==> config.mk <==
export PLATFORM = sky130hd
export DESIGN_NAME = adc_bit_transpose_calibrate_core
export DESIGN_NICKNAME = d
export VERILOG_FILES = /design/src/rtl/abtc_pkg.sv /design/src/rtl/abtc_cmd_queue.sv /design/src/rtl/abtc_front.sv /design/src/rtl/abtc_cal_lane.sv /design/src/rtl/abtc_back.sv /design/src/rtl/adc_bit_transpose_calibrate_core.sv
export SDC_FILE = /design/constraint.sdc
export NUM_CORES = 2
export LEC_CHECK = 0
export ABC_AREA = 1
export BUFFER_PORTS_ARGS = -buffer_cell sky130_fd_sc_hd__buf_2
export CAP_MARGIN = 30
export CELL_PAD_IN_SITES_DETAIL_PLACEMENT = 0
export CELL_PAD_IN_SITES_GLOBAL_PLACEMENT = 1
export CORE_MARGIN = 3
export CORE_UTILIZATION = 53
export DETAILED_ROUTE_END_ITERATION = 10
export HOLD_SLACK_MARGIN = 0.05
export PLACE_DENSITY_LB_ADDON = 0.1
export RECOVER_POWER = 25
export SETUP_SLACK_MARGIN = 0.05
export SYNTH_ARGS = -nofsm -noshare
export SYNTH_HDL_FRONTEND = slang
export SYNTH_SLANG_ARGS = --single-unit
export TNS_END_PERCENT = 50
==> constraint.sdc <==
create_clock -name clk -period 17 [get_ports clk]
set_clock_uncertainty 0.05 [all_clocks]
set_input_delay 0 -clock clk [delete_from_list [all_inputs] [get_ports clk]]
set_output_delay 0 -clock clk [all_outputs]
set_load 0.01 [all_outputs]
==> src/rtl/abtc_pkg.sv <==
package abtc_pkg;

    localparam int CHANNELS    = 16;
    localparam int TIME_POINTS = 16;
    localparam int LINE_W      = 16;
    localparam int CH_W        = 4;
    localparam int TIME_W      = 4;
    localparam int OFFSET_W    = 8;
    localparam int GAIN_W      = 16;
    localparam int VALUE_W     = 16;

    // only the low 12 bits of a channel word matter: time points 4..15
    localparam int CODE_BITS   = 12;
    localparam int KEPT_TIMES  = CODE_BITS;
    localparam int FIRST_KEPT  = TIME_POINTS - CODE_BITS;
    localparam int GATHER_W    = 4;

    localparam logic FUNC_SAMPLE = 1'b0;
    localparam logic FUNC_CAL    = 1'b1;
    localparam logic CONV_FIRST  = 1'b0;
    localparam logic CONV_SECOND = 1'b1;

    localparam logic [GAIN_W-1:0] GAIN_ONE = 16'h8000;

    // datapath widths
    localparam int D_W      = 13;
    localparam int PROD_W   = 30;
    localparam int MAG_W    = 28;
    localparam int X_W      = 30;
    localparam int Y_W      = 25;
    localparam int RECIP_W  = 26;
    localparam int P_W      = 51;
    localparam int Q_W      = 16;
    localparam int R_W      = 11;
    localparam int LANE_STAGES = 6;

    // v = round(d*gain * 25600 / (4095*32768)) = floor((5m + 13104) / 26208)
    // 26208 = 32 * 819; divide by 819 with a reciprocal and one correction
    localparam logic [X_W-1:0]     ROUND_BIAS    = 30'd13104;
    localparam int                 DIV_PRE_SHIFT = 5;
    localparam logic [Y_W-1:0]     DIV_ODD       = 25'd819;
    localparam logic [RECIP_W-1:0] RECIP         = 26'd41953282;
    localparam int                 RECIP_SHIFT   = 35;

    typedef logic [LINE_W-1:0] line_t;
    typedef logic [KEPT_TIMES-1:0][LINE_W-1:0] snap_t;

    typedef struct packed {
        logic                       is_frame;
        logic                       converter;
        logic [CH_W-1:0]            channel;
        logic signed [OFFSET_W-1:0] offset;
        logic [GAIN_W-1:0]          gain;
    } cmd_t;

endpackage

==> src/rtl/abtc_cmd_queue.sv <==
module abtc_cmd_queue
    import abtc_pkg::*;
#(
    parameter int DEPTH = 2
)
(
    input  logic clk,
    input  logic rst_n,
    input  logic push,
    input  cmd_t push_data,
    output logic full,
    input  logic pop,
    output logic pop_valid,
    output cmd_t pop_data
);

    localparam int PTR_W = $clog2(DEPTH);
    localparam int CNT_W = $clog2(DEPTH + 1);

    cmd_t             mem_reg [DEPTH];
    logic [PTR_W-1:0] wr_ptr_reg, wr_ptr_next;
    logic [PTR_W-1:0] rd_ptr_reg, rd_ptr_next;
    logic [CNT_W-1:0] count_reg, count_next;
    logic             do_push, do_pop;

    assign full      = (count_reg == CNT_W'(DEPTH));
    assign pop_valid = (count_reg != '0);
    assign pop_data  = mem_reg[rd_ptr_reg];
    assign do_push   = push && !full;
    assign do_pop    = pop && pop_valid;

    always_comb
    begin
        wr_ptr_next = wr_ptr_reg;
        rd_ptr_next = rd_ptr_reg;
        count_next  = count_reg;
        if (do_push)
        begin
            wr_ptr_next = (wr_ptr_reg == PTR_W'(DEPTH - 1)) ? '0 : wr_ptr_reg + 1'b1;
        end
        if (do_pop)
        begin
            rd_ptr_next = (rd_ptr_reg == PTR_W'(DEPTH - 1)) ? '0 : rd_ptr_reg + 1'b1;
        end
        if (do_push && !do_pop)
        begin
            count_next = count_reg + 1'b1;
        end
        else if (do_pop && !do_push)
        begin
            count_next = count_reg - 1'b1;
        end
    end

    always_ff @(posedge clk or negedge rst_n)
    begin
        if (!rst_n)
        begin
            wr_ptr_reg <= '0;
            rd_ptr_reg <= '0;
            count_reg  <= '0;
        end
        else
        begin
            wr_ptr_reg <= wr_ptr_next;
            rd_ptr_reg <= rd_ptr_next;
            count_reg  <= count_next;
        end
    end

    always_ff @(posedge clk)
    begin
        if (do_push)
        begin
            mem_reg[wr_ptr_reg] <= push_data;
        end
    end

endmodule

==> src/rtl/abtc_front.sv <==
module abtc_front
    import abtc_pkg::*;
(
    input  logic                       clk,
    input  logic                       rst_n,
    input  logic                       in_valid,
    output logic                       in_stall,
    input  logic                       func,
    input  logic [LINE_W-1:0]          line_first,
    input  logic [LINE_W-1:0]          line_second,
    input  logic                       cal_converter,
    input  logic [CH_W-1:0]            cal_channel,
    input  logic signed [OFFSET_W-1:0] cal_offset,
    input  logic [GAIN_W-1:0]          cal_gain,
    input  logic                       q_full,
    output logic                       push,
    output cmd_t                       push_data,
    input  logic                       snap_free,
    output snap_t                      snap_first,
    output snap_t                      snap_second
);

    logic [TIME_W-1:0] time_reg, time_next;
    logic              snap_full_reg, snap_full_next;
    line_t             gather_first_reg  [KEPT_TIMES-1];
    line_t             gather_second_reg [KEPT_TIMES-1];
    snap_t             snap_first_reg, snap_second_reg;
    logic              last_time, accept, take_sample, close_frame;
    logic [GATHER_W-1:0] gather_idx;

    assign last_time   = (time_reg == TIME_W'(TIME_POINTS - 1));
    assign in_stall    = (func == FUNC_CAL) ? q_full : (last_time && (snap_full_reg || q_full));
    assign accept      = in_valid && !in_stall;
    assign take_sample = accept && (func == FUNC_SAMPLE);
    assign close_frame = take_sample && last_time;
    assign gather_idx  = GATHER_W'(time_reg - TIME_W'(FIRST_KEPT));

    assign push                = (accept && (func == FUNC_CAL)) || close_frame;
    assign push_data.is_frame  = (func == FUNC_SAMPLE);
    assign push_data.converter = cal_converter;
    assign push_data.channel   = cal_channel;
    assign push_data.offset    = cal_offset;
    assign push_data.gain      = cal_gain;

    assign snap_first  = snap_first_reg;
    assign snap_second = snap_second_reg;

    always_comb
    begin
        time_next      = time_reg;
        snap_full_next = snap_full_reg;
        if (take_sample)
        begin
            time_next = last_time ? '0 : time_reg + 1'b1;
        end
        if (close_frame)
        begin
            snap_full_next = 1'b1;
        end
        else if (snap_free)
        begin
            snap_full_next = 1'b0;
        end
    end

    always_ff @(posedge clk or negedge rst_n)
    begin
        if (!rst_n)
        begin
            time_reg      <= '0;
            snap_full_reg <= 1'b0;
        end
        else
        begin
            time_reg      <= time_next;
            snap_full_reg <= snap_full_next;
        end
    end

    // time points before FIRST_KEPT only land in bits dropped by the code mask
    always_ff @(posedge clk)
    begin
        if (take_sample && !last_time && (time_reg >= TIME_W'(FIRST_KEPT)))
        begin
            gather_first_reg[gather_idx]  <= line_first;
            gather_second_reg[gather_idx] <= line_second;
        end
        if (close_frame)
        begin
            for (int k = 0; k < KEPT_TIMES - 1; k++)
            begin
                snap_first_reg[k]  <= gather_first_reg[k];
                snap_second_reg[k] <= gather_second_reg[k];
            end
            snap_first_reg[KEPT_TIMES-1]  <= line_first;
            snap_second_reg[KEPT_TIMES-1] <= line_second;
        end
    end

endmodule

==> src/rtl/abtc_cal_lane.sv <==
module abtc_cal_lane
    import abtc_pkg::*;
(
    input  logic                       clk,
    input  logic                       en,
    input  logic [CODE_BITS-1:0]       code,
    input  logic signed [OFFSET_W-1:0] offset,
    input  logic [GAIN_W-1:0]          gain,
    output logic signed [VALUE_W-1:0]  value
);

    logic signed [D_W-1:0]    code_s, off_s, d_next, d_reg;
    logic [GAIN_W-1:0]        gain_reg;
    logic signed [PROD_W-1:0] prod_next, prod_reg, prod_abs;
    logic [MAG_W-1:0]         mag;
    logic [X_W-1:0]           x;
    logic [Y_W-1:0]           y_next, y3_reg, y4_reg;
    logic [P_W-1:0]           p;
    logic [Q_W-1:0]           q0_next, q4_reg, q5_reg;
    logic [Y_W-1:0]           r_full;
    logic [R_W-1:0]           r_reg;
    logic                     neg3_reg, neg4_reg, neg5_reg;
    logic signed [Q_W:0]      q, v;
    logic signed [VALUE_W-1:0] value_next, value_reg;

    assign code_s = $signed({code[CODE_BITS-1], code});
    assign off_s  = $signed({{(D_W - OFFSET_W){offset[OFFSET_W-1]}}, offset});
    assign d_next = -code_s - off_s;

    assign prod_next = PROD_W'(d_reg) * $signed(PROD_W'({1'b0, gain_reg}));

    assign prod_abs = prod_reg[PROD_W-1] ? -prod_reg : prod_reg;
    assign mag      = prod_abs[MAG_W-1:0];
    assign x        = (X_W'(mag) << 2) + X_W'(mag) + ROUND_BIAS;
    assign y_next   = x[X_W-1:DIV_PRE_SHIFT];

    // quotient estimate is exact or one low
    assign p       = P_W'(y3_reg) * P_W'(RECIP);
    assign q0_next = p[RECIP_SHIFT +: Q_W];

    assign r_full = y4_reg - Y_W'(q4_reg) * DIV_ODD;

    always_comb
    begin
        q = $signed({1'b0, q5_reg});
        if (r_reg >= R_W'(DIV_ODD))
        begin
            q = q + (Q_W + 1)'(1);
        end
        v = neg5_reg ? -q : q;
        if (v > $signed((Q_W + 1)'(32767)))
        begin
            value_next = 16'sh7fff;
        end
        else if (v < -$signed((Q_W + 1)'(32768)))
        begin
            value_next = 16'sh8000;
        end
        else
        begin
            value_next = v[VALUE_W-1:0];
        end
    end

    assign value = value_reg;

    always_ff @(posedge clk)
    begin
        if (en)
        begin
            d_reg     <= d_next;
            gain_reg  <= gain;
            prod_reg  <= prod_next;
            y3_reg    <= y_next;
            neg3_reg  <= prod_reg[PROD_W-1];
            q4_reg    <= q0_next;
            y4_reg    <= y3_reg;
            neg4_reg  <= neg3_reg;
            q5_reg    <= q4_reg;
            r_reg     <= r_full[R_W-1:0];
            neg5_reg  <= neg4_reg;
            value_reg <= value_next;
        end
    end

endmodule

==> src/rtl/abtc_back.sv <==
module abtc_back
    import abtc_pkg::*;
(
    input  logic                       clk,
    input  logic                       rst_n,
    input  logic                       q_valid,
    input  cmd_t                       q_data,
    output logic                       q_pop,
    input  snap_t                      snap_first,
    input  snap_t                      snap_second,
    output logic                       snap_free,
    output logic                       out_valid,
    input  logic                       out_stall,
    output logic [CH_W-1:0]            channel,
    output logic signed [VALUE_W-1:0]  value_first,
    output logic signed [VALUE_W-1:0]  value_second,
    output logic                       last
);

    logic                       busy_reg, busy_next;
    logic [CH_W-1:0]            ch_reg, ch_next;
    logic [LANE_STAGES-1:0]     vld_reg;
    logic [CH_W-1:0]            ch_pipe_reg   [LANE_STAGES];
    logic                       last_pipe_reg [LANE_STAGES];
    logic signed [OFFSET_W-1:0] offset_first_reg  [CHANNELS];
    logic signed [OFFSET_W-1:0] offset_second_reg [CHANNELS];
    logic [GAIN_W-1:0]          gain_first_reg  [CHANNELS];
    logic [GAIN_W-1:0]          gain_second_reg [CHANNELS];
    logic [CODE_BITS-1:0]       code_first, code_second;
    logic                       en, issue, last_ch, cal_write;

    assign en        = !(vld_reg[LANE_STAGES-1] && out_stall);
    assign q_pop     = q_valid && !busy_reg;
    assign cal_write = q_pop && !q_data.is_frame;
    assign issue     = busy_reg && en;
    assign last_ch   = (ch_reg == CH_W'(CHANNELS - 1));
    assign snap_free = issue && last_ch;

    // corner turn: code bit k of channel c is bit c of time point 15-k
    always_comb
    begin
        for (int k = 0; k < CODE_BITS; k++)
        begin
            code_first[k]  = snap_first[KEPT_TIMES-1-k][ch_reg];
            code_second[k] = snap_second[KEPT_TIMES-1-k][ch_reg];
        end
    end

    always_comb
    begin
        busy_next = busy_reg;
        ch_next   = ch_reg;
        if (q_pop && q_data.is_frame)
        begin
            busy_next = 1'b1;
            ch_next   = '0;
        end
        else if (issue)
        begin
            busy_next = !last_ch;
            ch_next   = ch_reg + 1'b1;
        end
    end

    always_ff @(posedge clk or negedge rst_n)
    begin
        if (!rst_n)
        begin
            busy_reg <= 1'b0;
            ch_reg   <= '0;
            vld_reg  <= '0;
        end
        else
        begin
            busy_reg <= busy_next;
            ch_reg   <= ch_next;
            if (en)
            begin
                vld_reg <= {vld_reg[LANE_STAGES-2:0], issue};
            end
        end
    end

    always_ff @(posedge clk)
    begin
        if (en)
        begin
            ch_pipe_reg[0]   <= ch_reg;
            last_pipe_reg[0] <= last_ch;
            for (int s = 1; s < LANE_STAGES; s++)
            begin
                ch_pipe_reg[s]   <= ch_pipe_reg[s-1];
                last_pipe_reg[s] <= last_pipe_reg[s-1];
            end
        end
    end

    always_ff @(posedge clk or negedge rst_n)
    begin
        if (!rst_n)
        begin
            for (int i = 0; i < CHANNELS; i++)
            begin
                offset_first_reg[i]  <= '0;
                offset_second_reg[i] <= '0;
                gain_first_reg[i]    <= GAIN_ONE;
                gain_second_reg[i]   <= GAIN_ONE;
            end
        end
        else if (cal_write)
        begin
            if (q_data.converter == CONV_SECOND)
            begin
                offset_second_reg[q_data.channel] <= q_data.offset;
                gain_second_reg[q_data.channel]   <= q_data.gain;
            end
            else
            begin
                offset_first_reg[q_data.channel] <= q_data.offset;
                gain_first_reg[q_data.channel]   <= q_data.gain;
            end
        end
    end

    abtc_cal_lane u_lane_first
    (
        .clk    (clk),
        .en     (en),
        .code   (code_first),
        .offset (offset_first_reg[ch_reg]),
        .gain   (gain_first_reg[ch_reg]),
        .value  (value_first)
    );

    abtc_cal_lane u_lane_second
    (
        .clk    (clk),
        .en     (en),
        .code   (code_second),
        .offset (offset_second_reg[ch_reg]),
        .gain   (gain_second_reg[ch_reg]),
        .value  (value_second)
    );

    assign out_valid = vld_reg[LANE_STAGES-1];
    assign channel   = ch_pipe_reg[LANE_STAGES-1];
    assign last      = last_pipe_reg[LANE_STAGES-1];

endmodule

==> src/rtl/adc_bit_transpose_calibrate_core.sv <==
// Two-ADC corner turn and calibration. Sample requests (func 0) are taken one per
// cycle; the 16th of a frame closes it, copies the gathered line words into a
// snapshot and queues it, and is held off while the previous snapshot is still
// being drained or the queue is full. With frames back to back the closing
// request waits until the previous snapshot has drained. Calibration requests
// (func 1) travel through the same queue and are held off only by a full queue,
// so a table write lands after every frame that was closed before it. The back
// end turns one channel per cycle, while the output is not stalled, through two
// six-stage calibration lanes (multiply, reciprocal divide, round, saturate): a
// frame gives 16 results on consecutive unstalled cycles, channel 0 first and
// last set on channel 15. A stalled output freezes the lanes; the intake runs
// on until the snapshot or the queue fills.
module adc_bit_transpose_calibrate_core
    import abtc_pkg::*;
#(
    parameter int QUEUE_DEPTH = 2
)
(
    input  logic                       clk,
    input  logic                       rst_n,
    input  logic                       in_valid,
    output logic                       in_stall,
    input  logic                       func,
    input  logic [LINE_W-1:0]          line_first,
    input  logic [LINE_W-1:0]          line_second,
    input  logic                       cal_converter,
    input  logic [CH_W-1:0]            cal_channel,
    input  logic signed [OFFSET_W-1:0] cal_offset,
    input  logic [GAIN_W-1:0]          cal_gain,
    output logic                       out_valid,
    input  logic                       out_stall,
    output logic [CH_W-1:0]            channel,
    output logic signed [VALUE_W-1:0]  value_first,
    output logic signed [VALUE_W-1:0]  value_second,
    output logic                       last
);

    logic  push, q_full, q_pop, q_valid, snap_free;
    cmd_t  push_data, q_data;
    snap_t snap_first, snap_second;

    abtc_front u_front
    (
        .clk           (clk),
        .rst_n         (rst_n),
        .in_valid      (in_valid),
        .in_stall      (in_stall),
        .func          (func),
        .line_first    (line_first),
        .line_second   (line_second),
        .cal_converter (cal_converter),
        .cal_channel   (cal_channel),
        .cal_offset    (cal_offset),
        .cal_gain      (cal_gain),
        .q_full        (q_full),
        .push          (push),
        .push_data     (push_data),
        .snap_free     (snap_free),
        .snap_first    (snap_first),
        .snap_second   (snap_second)
    );

    abtc_cmd_queue #(.DEPTH(QUEUE_DEPTH)) u_queue
    (
        .clk       (clk),
        .rst_n     (rst_n),
        .push      (push),
        .push_data (push_data),
        .full      (q_full),
        .pop       (q_pop),
        .pop_valid (q_valid),
        .pop_data  (q_data)
    );

    abtc_back u_back
    (
        .clk          (clk),
        .rst_n        (rst_n),
        .q_valid      (q_valid),
        .q_data       (q_data),
        .q_pop        (q_pop),
        .snap_first   (snap_first),
        .snap_second  (snap_second),
        .snap_free    (snap_free),
        .out_valid    (out_valid),
        .out_stall    (out_stall),
        .channel      (channel),
        .value_first  (value_first),
        .value_second (value_second),
        .last         (last)
    );

    a_no_overflow: assert property (@(posedge clk) disable iff (!rst_n)
        push |-> !q_full)
        else $error("request queue overflow");

    a_last_on_top: assert property (@(posedge clk) disable iff (!rst_n)
        out_valid && last |-> channel == CH_W'(CHANNELS - 1))
        else $error("last flag on wrong channel");

    a_channels_follow: assert property (@(posedge clk) disable iff (!rst_n)
        out_valid && !out_stall && !last |=>
            out_valid && channel == CH_W'($past(channel) + 1'b1))
        else $error("frame results not contiguous");

endmodule

# [Word level (Yosys, flattened, before mapping)]
# Memories as Yosys holds them, arrays and structs flattened. A register that Yosys moved wholly into a read port is not among the register bits.
# Index checks and enable logic that the tools add are counted.
[totals] wordCells=278 mem_count=5 input_bits=66 register_bits=1134 out_inout_bits=39 ramBits=442
[memory_table] name="u_front.gather_first_reg" words=11 width=16 read_ports=11 rd_ports_with_merged_regs=11 wr=1 line="abtc_front.sv:25" rtl="line_t gather_first_reg [KEPT_TIMES-1];"
[memory_table] name="u_front.gather_second_reg" words=11 width=16 read_ports=11 rd_ports_with_merged_regs=11 wr=1 line="abtc_front.sv:26" rtl="line_t gather_second_reg [KEPT_TIMES-1];"
[memory_table] name="u_queue.mem_reg" words=2 width=30 read_ports=1 rd_ports_with_merged_regs=0 wr=1 line="abtc_cmd_queue.sv:20" rtl="cmd_t mem_reg [DEPTH];"
[memory_table] name="u_back.ch_pipe_reg" words=6 width=4 read_ports=6 rd_ports_with_merged_regs=0 wr=6 line="abtc_back.sv:23" rtl="logic [CH_W-1:0] ch_pipe_reg [LANE_STAGES];"
[memory_table] name="u_back.last_pipe_reg" words=6 width=1 read_ports=6 rd_ports_with_merged_regs=0 wr=6 line="abtc_back.sv:24" rtl="logic last_pipe_reg [LANE_STAGES];"
[op_classes] n_mul=6 reduce_logical=35 n_eq_ne=3 mux=93 order_cmp=11 bitwise=4 addsub=23
[op_table] operator="256-bit bitwise mux" count=2
[op_table] operator="128-bit bitwise mux" count=2
[op_table] operator="16-bit binary-select mux with 4-bit select" count=2
[op_table] operator="16-bit two-way mux" count=7
[op_table] operator="25-bit by 25-bit multiplier with 50-bit output, second input constant" count=2
[op_table] operator="1-bit binary-select mux with 4-bit select" count=24
[op_table] operator="17-bit two-way mux" count=4
[op_table] operator="8-bit binary-select mux with 4-bit select" count=2
[op_table] operator="16-bit demux with 4-bit select" count=1
[op_table] operator="30-bit by 14-bit adder with 30-bit output, second input constant" count=2
[op_table] operator="30-bit by 28-bit adder with 30-bit output" count=2
[op_table] operator="13-bit by 17-bit multiplier with 30-bit output" count=2
[op_table] operator="28-bit two-way mux" count=2
[op_table] operator="28-bit negation" count=2
[op_table] operator="8-bit two-way mux" count=5
[op_table] operator="1-bit two-way mux" count=36
[op_table] operator="16-bit by 1-bit adder with 17-bit output, second input constant" count=2
[op_table] operator="17-bit by 16-bit > comparator with 1-bit output, second input constant" count=2
[op_table] operator="17-bit by 16-bit less-than comparator with 1-bit output, second input constant" count=2
[op_table] operator="17-bit negation" count=2
[op_table] operator="8-bit demux with 4-bit select" count=1
[op_table] operator="16-bit by 10-bit multiplier with 11-bit output, second input constant" count=2
[op_table] operator="12-bit negation with 13-bit output" count=2
[op_table] operator="13-bit by 8-bit subtractor with 13-bit output" count=2
[op_table] operator="22 further kinds" count=63

# [Depth between registers and ports, before layout]
[depth] depth_word=14 depth_mapped=26

# [Cells and area by module]
# Synthesis repeated with hierarchy kept, for this count alone.
[hier_totals] hier_cells=12665 hier_area_um2=114551.1
[modules_own_cells] module="abtc_back" area_each_um2=44396.3 seq_area_each_um2=20434.6 n_inst=1 cells_per_inst=6473
[modules_own_cells] module="abtc_front" area_each_um2=22818.1 seq_area_each_um2=22226.3 n_inst=1 cells_per_inst=830
[modules_own_cells] module="abtc_cal_lane (u_back.u_lane_first)" area_each_um2=22615.4 seq_area_each_um2=4684.5 n_inst=1 cells_per_inst=2616
[modules_own_cells] module="abtc_cal_lane (u_back.u_lane_second)" area_each_um2=22318.9 seq_area_each_um2=4684.5 n_inst=1 cells_per_inst=2558
[modules_own_cells] module="abtc_cmd_queue" area_each_um2=2402.3 seq_area_each_um2=1901.8 n_inst=1 cells_per_inst=188

# [Worst setup path after synthesis]
# No wires, ideal clock.
[synth_timing] kind="register -> register" from="register u_front.time_reg[0]" to="register u_front.snap_first_reg, in the netlist u_front.snap_first[0], read port of u_front.gather_first_reg (enable)" setup_time_ns=0.734 required_ns=16.216 arrival_time_ns=8.725 path_slack_ns=7.492 stages_incl_launch_ff=11 cell_sequence="dfrtp_1 -> ha_1 -> nand2_1 -> nand2_1 -> nand2_1 -> nand2_1 -> nor2_1 -> nand2_1 -> inv_1 -> nand2_1 -> inv_1"
[synth_via] elab_chain_len=7
[synth_lines] element="start: declaration" line="abtc_front.sv:23" rtl="logic [TIME_W-1:0] time_reg, time_next;"
[synth_lines] element="start signal: assignment" line="abtc_front.sv:75" rtl="time_reg <= time_next;"
[synth_lines] element="4-bit equality test *" line="abtc_front.sv:31" rtl="assign last_time = (time_reg == TIME_W'(TIME_POINTS - 1));"
[synth_lines] element="1-bit logical AND" line="abtc_front.sv:32" rtl="assign in_stall = (func == FUNC_CAL) ? q_full : (last_time && (snap_full_reg || q_full));"
[synth_lines] element="1-bit two-way mux" line="abtc_front.sv:32"
[synth_lines] element="1-bit logical NOT" line="abtc_front.sv:33" rtl="assign accept = in_valid && !in_stall;"
[synth_lines] element="1-bit logical AND" line="abtc_front.sv:33"
[synth_lines] element="1-bit logical AND" line="abtc_front.sv:34" rtl="assign take_sample = accept && (func == FUNC_SAMPLE);"
[synth_lines] element="1-bit logical AND *" line="abtc_front.sv:35" rtl="assign close_frame = take_sample && last_time;"
[synth_lines] element="named net u_front.close_frame" line="abtc_front.sv:28" rtl="logic last_time, accept, take_sample, close_frame;"
[synth_lines] element="end: declaration" line="abtc_front.sv:27" rtl="snap_t snap_first_reg, snap_second_reg;"
# The timed path passes the listed nets; every way through them passes the cells marked *.
# A chain may end at the register's enable or synchronous reset.

# [Worst setup path after layout]
[layout_timing] from="register u_back.ch_reg[0]" to="register u_back.u_lane_first.d_reg[11], data pin"
[layout_via] elab_chain_len=5
[layout_lines] element="start: declaration" line="abtc_back.sv:21" rtl="logic [CH_W-1:0] ch_reg, ch_next;"
[layout_lines] element="start signal: assignment" line="abtc_back.sv:76" rtl="ch_reg <= ch_next;"
[layout_lines] element="parallel branches: the longest is 4 deep, another holds 12-bit negation with 13-bit output"
[layout_lines] element="13-bit by 8-bit subtractor with 13-bit output *" line="abtc_cal_lane.sv:28" rtl="assign d_next = -code_s - off_s;"
[layout_lines] element="named net u_back.u_lane_first.d_next[11]" line="abtc_cal_lane.sv:12" rtl="logic signed [D_W-1:0] code_s, off_s, d_next, d_reg;"
[layout_lines] element="end signal: assignment" line="abtc_cal_lane.sv:71" rtl="d_reg <= d_next;"
[layout_lines] element="end: declaration" line="abtc_cal_lane.sv:12"
# Mark *: on every way through the listed nets, which the timed path passes. The select of a mux whose other input is x is not followed.

==> results by group <==
Timing
  • F_max: 156 MHz
  • Final count of hold timing violations: 0
  • Tmin final: 6.42 ns
  • Slew Limit Fails: 212
  • Hold Slack: 0.267 ns
  • Final period util: 37.7%
  • Slew @ Worst Pin: 4.94 ns
  • Final TNS setup: 0 ns
  • # setup viols final: 0
  • Relative slew slack: -229%
  • RSZ-0062 raised after global routing: no
  • Post-route setup slack: 10.58 ns

Floorplanning
  • # rows: 164
  • Die Wd: 456 um
  • Overall die height: 456 um
  • Initial Util: 53.5%
  • Total Die Area: 208000 um2
  • Core outline area: 200000 um2
  • I/O pin cnt: 105

Yosys
  • Synth Register Bits: 1926
  • Synth Net Count: 12000
  • Synth unique cells: 53
  • Syn Inst Count: 10700
  • Post-synthesis cell area: 107000 um2
  • Synth warnings: 0
  • Avg Cell Area, Syn: 10.0 um2
  • Sequential fraction of the synthesis area: 50.3%

GRT
  • GRT busiest layer: met2
  • Initial antenna violation count: 10
  • Grt met1 use: 34.1%
  • First-pass GRT wire length: 426 mm
  • Grt ovf: 0
  • Global Route met3 Usage: 2.99%
  • Largest net degree at the start of global routing: 201
  • Grt met2 use: 44.7%
  • Number of global-route vias before repair: 76600
  • Overall Global Routing Usage: 25.7%

Place
  • Setup slack after placement: 10.33 ns
  • Port-buffer cells: 104
  • GPL Wtd Cong: 0.882
  • Inst Count DP: 13000
  • Detailed Place HPWL: 177 mm

Worst setup path
  • Max stage delay on crit path: 0.87 ns
  • Worst path slowest cell: buf_4
  • Crit-path max FO: 96
  • CP Data Arrival Time: 6.93 ns
  • Cell family with the largest share of critical-path delay: buffers and inverters
  • Worst EP required: 17.52 ns
  • Crit path kind: flop to flop
  • Cell Chain, Critical Path: buf_4, buf_16, buf_4, buf_4, o21ai_0, o221ai_1, o211ai_1, nand3_1, ha_1, inv_1, ha_1, inv_1, fa_1, nor2_1, a211oi_1, o21ai_0, nand3_1, nand2_1, a21oi_1, nor2_1, nor2_1, xor2_1
  • Startpoint types: flop
  • CP Buf/Inv Count: 6
  • Kind of end point of the critical path: flop

Final layout
  • Multi-input logic area: 46900 um2
  • Syn-to-layout area delta: 10.4%
  • Commonest non-fill, non-tap cell in the layout: nand2_1
  • Share of layout cells above drive strength 1: 6.22%
  • Finished Layout Cells: 13500
  • Most frequent cells in the layout: nand2_1 (1924), o21ai_0 (1535), inv_1 (1152), edfxtp_1 (1138), nor2_1 (911)
  • Seq. cell area: 53900 um2
  • Fill count: 17000
  • Layout net count: 12000

Clock network
  • Post CTS Setup Buffer Count: 0
  • CTS-repair resized insts: 0
  • CTS Hold Bufs: 122
  • Worst skew pair latency: 0.88 ns
  • Clk root buf: clkbuf_16
  • Bufs on Longest Clock Path: 3
  • CTS Sinks: 1926
  • Cts bufs inserted: 200
  • CTS tree: built
  • Worst-path clk slew: 0.06 ns
  • # H-tree levels: 4

Flow run
  • Maxcap violations: 3

Outcome
  • Status: finished with violations
  • Failing checks: max-capacitance violations, max-slew violations

Drt
  • ANT nets after route: 0
  • WL/cell: 19.6 um
  • # DRC: 0
  • DRT iter0 DRCs: 5522
  • Drt via density: 5.54
  • First drt pass iteration count: 6
  • Final WL: 265 mm
  • Via Count: 74800

Min path
  • Hold Crit Class: primary input to flop
[worst paths after layout]
kind / startpoint / to / slack (ns) / depth (start not counted)
hold reg to reg: u_front.gather_first_reg[0][1]$_DFFE_PP_ / u_front.snap_first[1]$_DFFE_PP_ / 0.31 / 0
setup / recovery: u_back.ch_reg[0]$_DFFE_PN0P_ / u_back.u_lane_first.d_reg[11]$_DFFE_PN_ / 10.58 / 22
setup reg to reg: u_back.ch_reg[0]$_DFFE_PN0P_ / u_back.u_lane_first.d_reg[11]$_DFFE_PN_ / 10.58 / 22
min in group asynchronous: rst_n / u_back.gain_second_reg[255]$_DFFE_PN1P_ / 0.65 / 3
max in group asynchronous: rst_n / u_back.ch_reg[2]$_DFFE_PN0P_ / 10.80 / 4
hold / removal: line_first[5] / u_front.gather_first_reg[5][5]$_DFFE_PP_ / 0.27 / 2
[layout make-up]
cell class / count / share of cell area [%]
Sequential cell: 1926 / 45.6
Multi-Input combinational cell: 7012 / 39.6
Clock buffer: 277 / 4.70
Inverter: 1167 / 3.72
Tap cell: 2656 / 2.81
Timing Repair Buffer: 349 / 2.50
Clock inverter: 101 / 1.07
Antenna cell: 4 / 0.00846
[through the flow]
stage | util, % | cell area (um2)
final | 59.0 | 118000
after global routing | 59.0 | 118000
after CTS | 59.0 | 118000
after detailed placement | 55.0 | 110000
after global placement | 54.8 | 110000
after floorplan | - | 107000
[Yosys cell counts, drive strengths merged]
library cell / n / area, um2
a211oi: 6 / 45.0
a21boi: 14 / 105
a21o: 14 / 105
a21oi: 242 / 1210
a221oi: 37 / 324
a22o: 1 / 8.76
a31oi: 38 / 238
and2: 2 / 12.5
and3: 5 / 31.3
buf: 105 / 531
clkbuf: 460 / 1730
clkinv: 3 / 11.3
dfrtp: 756 / 18900
dfstp: 32 / 841
edfxtp: 1138 / 34200
fa: 420 / 8410
ha: 834 / 10400
inv: 1164 / 4370
mux2i: 25 / 250
nand2: 1954 / 7390
nand3: 187 / 1010
nand3b: 6 / 45.0
nand4: 40 / 256
nor2: 930 / 3540
nor3: 44 / 220
nor4: 14 / 87.6
o2111ai: 3 / 26.3
o211ai: 21 / 158
o21a: 12 / 90.1
o21ai: 1539 / 7710
o21bai: 21 / 158
o221ai: 107 / 937
o22ai: 175 / 1090
o31ai: 8 / 60.1
o41ai: 2 / 17.5
or2: 25 / 156
xnor2: 87 / 762
xor2: 199 / 1750
[worst register-to-register path: stages (launching register included)]
cell,delay (ns)
dfrtp_4,0.83
buf_4,0.26
buf_16,0.33
buf_4,0.82
buf_4,0.92
o21ai_0,0.30
o221ai_1,0.23
o211ai_1,0.12
nand3_1,0.22
ha_1,0.27
inv_1,0.07
ha_1,0.17
inv_1,0.06
fa_1,0.44
nor2_1,0.11
a211oi_1,0.06
o21ai_0,0.26
nand3_1,0.11
nand2_1,0.11
a21oi_1,0.07
nor2_1,0.08
nor2_1,0.06
xor2_1,0.14
[cells by family after synthesis]
| group | Yosys count | synth area share [%] |
|---|---|---|
| AND/OR/NAND/NOR | 3207 | 11.9 |
| AO/OA/AOI/OAI | 2240 | 11.5 |
| flip-flops | 1926 | 50.3 |
| buffers and inverters | 1732 | 6.19 |
| adder cells (fa/ha/maj) | 1254 | 17.6 |
| XOR/XNOR | 286 | 2.34 |
| multiplexers | 25 | 0.233 |
[routing by layer]
| metal | wire length, um | up-vias |
|---|---|---|
| li1 | - | 35800 |
| met1 | 115000 | 36900 |
| met2 | 132000 | 1709 |
| met3 | 11700 | 418 |
| met4 | 6710 | 4 |
| met5 | 31 | - |
Power is left out: the tool's default activity adds up to more than one toggle a clock period on the data nets, which glitch-free logic cannot reach.
